===== src/design/msq_pkg.sv =====
package msq_pkg;

  // register and field widths
  localparam int CFG_W  = 11;
  localparam int SIDE_W = 11;
  localparam int AREA_W = 21;

  // register indexes
  localparam logic CFG_COLS = 1'b0;
  localparam logic CFG_ROWS = 1'b1;

  localparam logic [CFG_W-1:0] CFG_RESET = 11'd1024;

  localparam int DEF_MAX_COLS = 1024;
  localparam int DEF_MAX_ROWS = 1024;

endpackage


===== src/design/msq_result.sv =====
module msq_result
  import msq_pkg::*;
#(
  parameter int SIDE_BITS = SIDE_W
) (
  input  logic                 clk,
  input  logic                 rst_n,
  input  logic                 res_push,
  input  logic [SIDE_BITS-1:0] res_side,
  output logic                 res_rdy,
  output logic                 out_valid,
  input  logic                 out_stall,
  output logic [SIDE_W-1:0]    out_max_side,
  output logic [AREA_W-1:0]    out_max_area
);

  logic                   s2_vld_r, s2_vld_nxt;
  logic [SIDE_BITS-1:0]   s2_side_r;
  logic                   out_vld_r, out_vld_nxt;
  logic [SIDE_W-1:0]      out_side_r;
  logic [AREA_W-1:0]      out_area_r;
  logic [2*SIDE_BITS-1:0] prod;
  logic                   out_adv;

  assign out_adv = !out_vld_r || !out_stall;
  assign res_rdy = !s2_vld_r || out_adv;
  assign prod    = (2*SIDE_BITS)'(s2_side_r) * (2*SIDE_BITS)'(s2_side_r);

  always_comb begin
    s2_vld_nxt = s2_vld_r;
    if (res_push) begin
      s2_vld_nxt = 1'b1;
    end else if (out_adv) begin
      s2_vld_nxt = 1'b0;
    end
    out_vld_nxt = out_adv ? s2_vld_r : out_vld_r;
  end

  always_ff @(posedge clk) begin
    if (!rst_n) begin
      s2_vld_r  <= 1'b0;
      out_vld_r <= 1'b0;
    end else begin
      s2_vld_r  <= s2_vld_nxt;
      out_vld_r <= out_vld_nxt;
    end
  end

  always_ff @(posedge clk) begin
    if (res_push) begin
      s2_side_r <= res_side;
    end
    // square the side on its way into the output register
    if (out_adv && s2_vld_r) begin
      out_side_r <= SIDE_W'(s2_side_r);
      out_area_r <= AREA_W'(prod);
    end
  end

  assign out_valid    = out_vld_r;
  assign out_max_side = out_side_r;
  assign out_max_area = out_area_r;

endmodule


===== config.mk =====
export PLATFORM = sky130hd
export DESIGN_NAME = msq_result
export DESIGN_NICKNAME = d
export VERILOG_FILES = /design/src/design/msq_pkg.sv /design/src/design/msq_result.sv
export SDC_FILE = /design/constraint.sdc
export NUM_CORES = 1
export LEC_CHECK = 0
export BUFFER_PORTS_ARGS = -buffer_cell sky130_fd_sc_hd__buf_2
export CORE_MARGIN = 1
export CORE_UTILIZATION = 53
export DETAILED_ROUTE_END_ITERATION = 7
export GPL_TIMING_DRIVEN = 0
export HOLD_SLACK_MARGIN = 0.15
export PLACE_DENSITY = 0.76
export SYNTH_ARGS = -nofsm -noshare
export SYNTH_HDL_FRONTEND = slang
export SYNTH_SLANG_ARGS = --single-unit

===== constraint.sdc =====
create_clock -name clk -period 5 [get_ports clk]
set_clock_uncertainty 0.1 [all_clocks]
set_input_delay 0.25 -clock clk [delete_from_list [all_inputs] [get_ports clk]]
set_output_delay 0.25 -clock clk [all_outputs]
set_load 0.05 [all_outputs]

Word-level counts from Yosys, hierarchy flattened
Cells that the tools add are included.

word-level totals
  flip-flop bits (word level) = 45
  logic and storage cells = 15
  output and inout port bits = 34
  bits of input ports = 15

operators by class
  multiply operators = 1
  reductions and logical operators = 7
  mux-type cells = 2

operator list
  operator             count
  $mul A11 B11 Y21     1
  $logic_not A1 Y1     3
  $logic_or A1 B1 Y1   2
  $mux W1              2
  $reduce_bool A2 Y1   1
  $logic_and A1 B1 Y1  1

Longest topological paths before layout
  depth after elaboration = 4
  gate-level depth with buffers = 20
  depth with buffers taken out = 18

Least setup slack after synthesis
No wires, ideal clock.

  path kind = register -> register
  start point = register s2_side_r[7]
  end point = register out_area_r[19] (netlist: out_max_area[19]), data pin
  data arrival time = 4.959 ns
  data required time = 4.639 ns
  path buffers = 1
  cell stages (with the launch flop) = 18
  path slack = -0.320 ns
  library setup time = 0.261 ns
  period minus slack after synthesis = 5.320 ns
  path through = edfxtp_1 clkbuf_1 and2_1 fa_1 inv_1 fa_1 inv_1 fa_1 fa_1 inv_1 fa_1 inv_1 ha_1 a21oi_1 o21ai_0 a2111oi_4 nor2_2 o311a_1

between the ends
  longest elaborated chain between the ends = 1

ends and longest elaborated chain
  element                   line              text
  start: declaration        msq_result.sv:18  logic [SIDE_BITS-1:0] s2_side_r;
  start signal: assignment  msq_result.sv:51  s2_side_r <= res_side;
  $mul A11 B11 Y21          msq_result.sv:27  assign prod = (2*SIDE_BITS)'(s2_side_r) * (2*SIDE_BITS)'(s2_side_r);
  net prod[19]              msq_result.sv:22  logic [2*SIDE_BITS-1:0] prod;
  end signal: assignment    msq_result.sv:56  out_area_r <= AREA_W'(prod);
  end: declaration          msq_result.sv:21  logic [AREA_W-1:0] out_area_r;

The timed path passes the listed nets, and every way through them passes these cells.
A chain may end at the register's enable or synchronous reset.

Worst setup path after layout
  start point = register s2_side_r[3]
  end point = register out_area_r[14] (netlist: out_max_area[14]), data pin

The elaborated chain is that of the path after synthesis.

==> impl_metrics.env <==
export IMPL_clk_transition_reported_paths_ns=0.09
export IMPL_rr_worst_depth=17
export IMPL_holdPathEnd="out_valid"
export IMPL_synth_area_mux_share_pct=0.477
export IMPL_preCtsSetupSlack_ns=-0.505
export IMPL_syn_cell_area_sq_um=4720
export IMPL_die_h_um=96.4
export IMPL_syn2layout_area_growth_pct=27.1
export IMPL_io_pins=49
export IMPL_cts_tree="done"
export IMPL_globalRouteTotalUtil_pct=25.0
export IMPL_synth_nets=583
export IMPL_vias=3530
export IMPL_failed_checks="negative setup slack"
export IMPL_core_area_sq_um=8680
export IMPL_drtAntennaViolNets=0
export IMPL_dieWidth_um=96.4
export IMPL_seqCellArea_sq_um=1270
export IMPL_dieArea_sq_um=9290
export IMPL_grt_pass1_wl_um=17300
export IMPL_finalNonFillerCells=670
export IMPL_layout_min_cycle_time_ns=5.12
export IMPL_synth_lib_cells_used_distinct=49
export IMPL_synth_compound_area_share_pct=7.69
export IMPL_globalRouteOverflowTotal=0
export IMPL_numPortBuffers=47
export IMPL_numCtsBuffers=5
export IMPL_cts_sinks=43
export IMPL_setup_violations=6
export IMPL_rsz0062_at_grt="true"
export IMPL_reg2reg_to="out_max_area[14]"
export IMPL_worstMarginPinSlew_ns=0.527
export IMPL_fillCellCount=616
export IMPL_setup_ws_ns=-0.120
export IMPL_dp_hpwl_um=7090
export IMPL_antenna_cells=0
export IMPL_synth_simple_area_share_pct=11.2
export IMPL_grt_pass1_vias=3940
export IMPL_ys_warn_count=0
export IMPL_dp_cells=611
export IMPL_wl_um=10300
export IMPL_yosysTopAreaCell="fa_1"
export IMPL_timing_rr_start="s2_side_r[3]"
export IMPL_synth_top_family_by_area="adder cells"
export IMPL_vias_per_cell=5.27
export IMPL_rows=34
export IMPL_start_util_pct=54.4
export IMPL_start_kind="register"
export IMPL_arrival_ns=5.08
export IMPL_async_reset_ff_share_pct=0
export IMPL_max_slew_margin_pct=64.8
export IMPL_required_ns=4.96
export IMPL_wire_per_inst_um=15.4
export IMPL_clock_fmax_mhz=195
export IMPL_whs_ns=0.175
export IMPL_cap_violations=0
export IMPL_synth_top_cells_by_count="inv_1 (104), fa_1 (63), ha_1 (50)"
export IMPL_synth_flop_cell="edfxtp_1"
export IMPL_crit_path_end_kind="register"
export IMPL_cp_max_fo=5
export IMPL_critical_path_class="reg -> reg"
export IMPL_min_path_cells=3
export IMPL_cts_max_level=2
export IMPL_ys_ff_latch=43
export IMPL_run_status="complete, but fails checks"
export IMPL_nets=689
export IMPL_yosys_area_share_adder_pct=40.0
export IMPL_ys_seq_area_share_pct=26.9
export IMPL_avgSynthCellArea_sq_um=10.4
export IMPL_antenna_found_initial=0
export IMPL_drive_above_1_share_pct=30.1
export IMPL_synthTopCellsByArea="fa_1 (27%), edfxtp_1 (26%), ha_1 (13%), inv_1 (8.3%), and2_1 (3.6%)"
export IMPL_insertion_delay_ns=0.31
export IMPL_synth_top_area_share_pct=26.7
export IMPL_hold_viol=0
export IMPL_multi_input_area_sq_um=3270
export IMPL_slew_violations=0
export IMPL_synth_xor_area_share_pct=4.08
export IMPL_tns_ns=-0.439
export IMPL_yosysMostFrequentCell="inv_1"
export IMPL_dr_pass1_iters=5
export IMPL_drc=0
export IMPL_holdCritStartpoint="out_stall"
export IMPL_r2r_slack_ns=-0.12
export IMPL_grt_max_degree=23
export IMPL_place_gp_congestion=0.847
export IMPL_drt_iter0_drc=107
export IMPL_clock_root_buffer="clkbuf_8"
export IMPL_hold_path_class="in -> reg"
export IMPL_synth_edf_count=41
export IMPL_fin_crit_sh_pct=102
export IMPL_synth_cells=455
export IMPL_clock_path_buffers=2
worst max path at each step:
stage	slack, ns	to	startpoint	cells after the start
final	-0.12	out_max_area[14]	s2_side_r[3]	17
after global routing	-0.25	out_max_area[19]	s2_side_r[3]	17
after CTS	-0.1	out_max_area[19]	s2_side_r[3]	17
after detailed placement	-0.50	out_max_area[19]	s2_side_r[9]	17
after global placement	-0.38	out_max_area[19]	s2_side_r[9]	17
after floorplan	0.003	out_max_area[19]	s2_side_r[2]	15
final cells by class:
cell class              instances  area share [%]
plain buffers                  12            2.34
flip-flops and latches         43            21.2
clock buffers                   5            1.15
repair buffers                101            11.6
inverters                     104            6.55
multi-input cells             294            54.6
well taps                     108            2.25
clock inverters                 3           0.334
routing by layer:
| metal | part of all wire (%) | global-route usage [%] | vias up |
|---|---|---|---|
| met4 | 3.5 | 10.3 | 0 |
| met5 | 0 | 0 | - |
| met1 | 38 | 26.3 | 1767 |
| met2 | 55 | 49.1 | 79 |
| met3 | 3.1 | 3.76 | 29 |
| li1 | - | - | 1655 |
per-stage QoR:
step,util (%),instance area (sq um)
6_report,69.1,6000
5_1_grt,69.1,6000
4_1_cts,67.9,5890
3_5_place_dp,60.3,5230
3_3_place_gp,59.8,5190
2_1_floorplan,-,4820
cell usage in the layout (no fill, tap or decap), drive strengths merged, types with 14 or more instances in the layout:
cell type and instances:
buf 97, o21ai 14, nor2 17, nand2 37
xnor2 15, ha 50, edfxtp 41, inv 104
fa 63, and2 27
kinds of logic (layout without fill, tap and decap cells):
group                    after synthesis  after routing
AO/OA/AOI/OAI                         52             52
XOR/XNOR                              22             22
adder cells (fa/ha/maj)              113            113
buffers and inverters                118            225
flip-flops                            43             43
multiplexers                           2              2
other                                  1              1
AND/OR/NAND/NOR                      104            104
worst max-delay path, cell delays in order, from the launching register on:
cell,delay (ns)
edfxtp_1,0.43
buf_8,0.16
and2_4,0.16
fa_1,0.55
inv_2,0.05
fa_1,0.52
inv_2,0.04
fa_1,0.48
fa_1,0.55
inv_1,0.05
fa_1,0.49
inv_2,0.05
ha_4,0.30
nand2_4,0.07
a211oi_4,0.26
o21ai_2,0.10
a311o_1,0.37
xnor2_1,0.13
state kept, by name, summed over array words and instances (netlist names):
signal and cells:
s2_side_r 11, out_max_side 11, out_max_area 19, s2_vld_r 1, out_valid 1
what timing repair did:
action / 4_1_cts / 5_1_grt
hold buffers: 12 / 0
hold endpoints to repair: 13 / 0
pin swaps: 30 / 17
resized for setup: 49 / 23
setup buffers: 35 / 6
endpoints found under the setup margin: 9 / 9
Power is left out: the tool's default activity adds up to more than one toggle a clock period on the data nets, which glitch-free logic cannot reach.
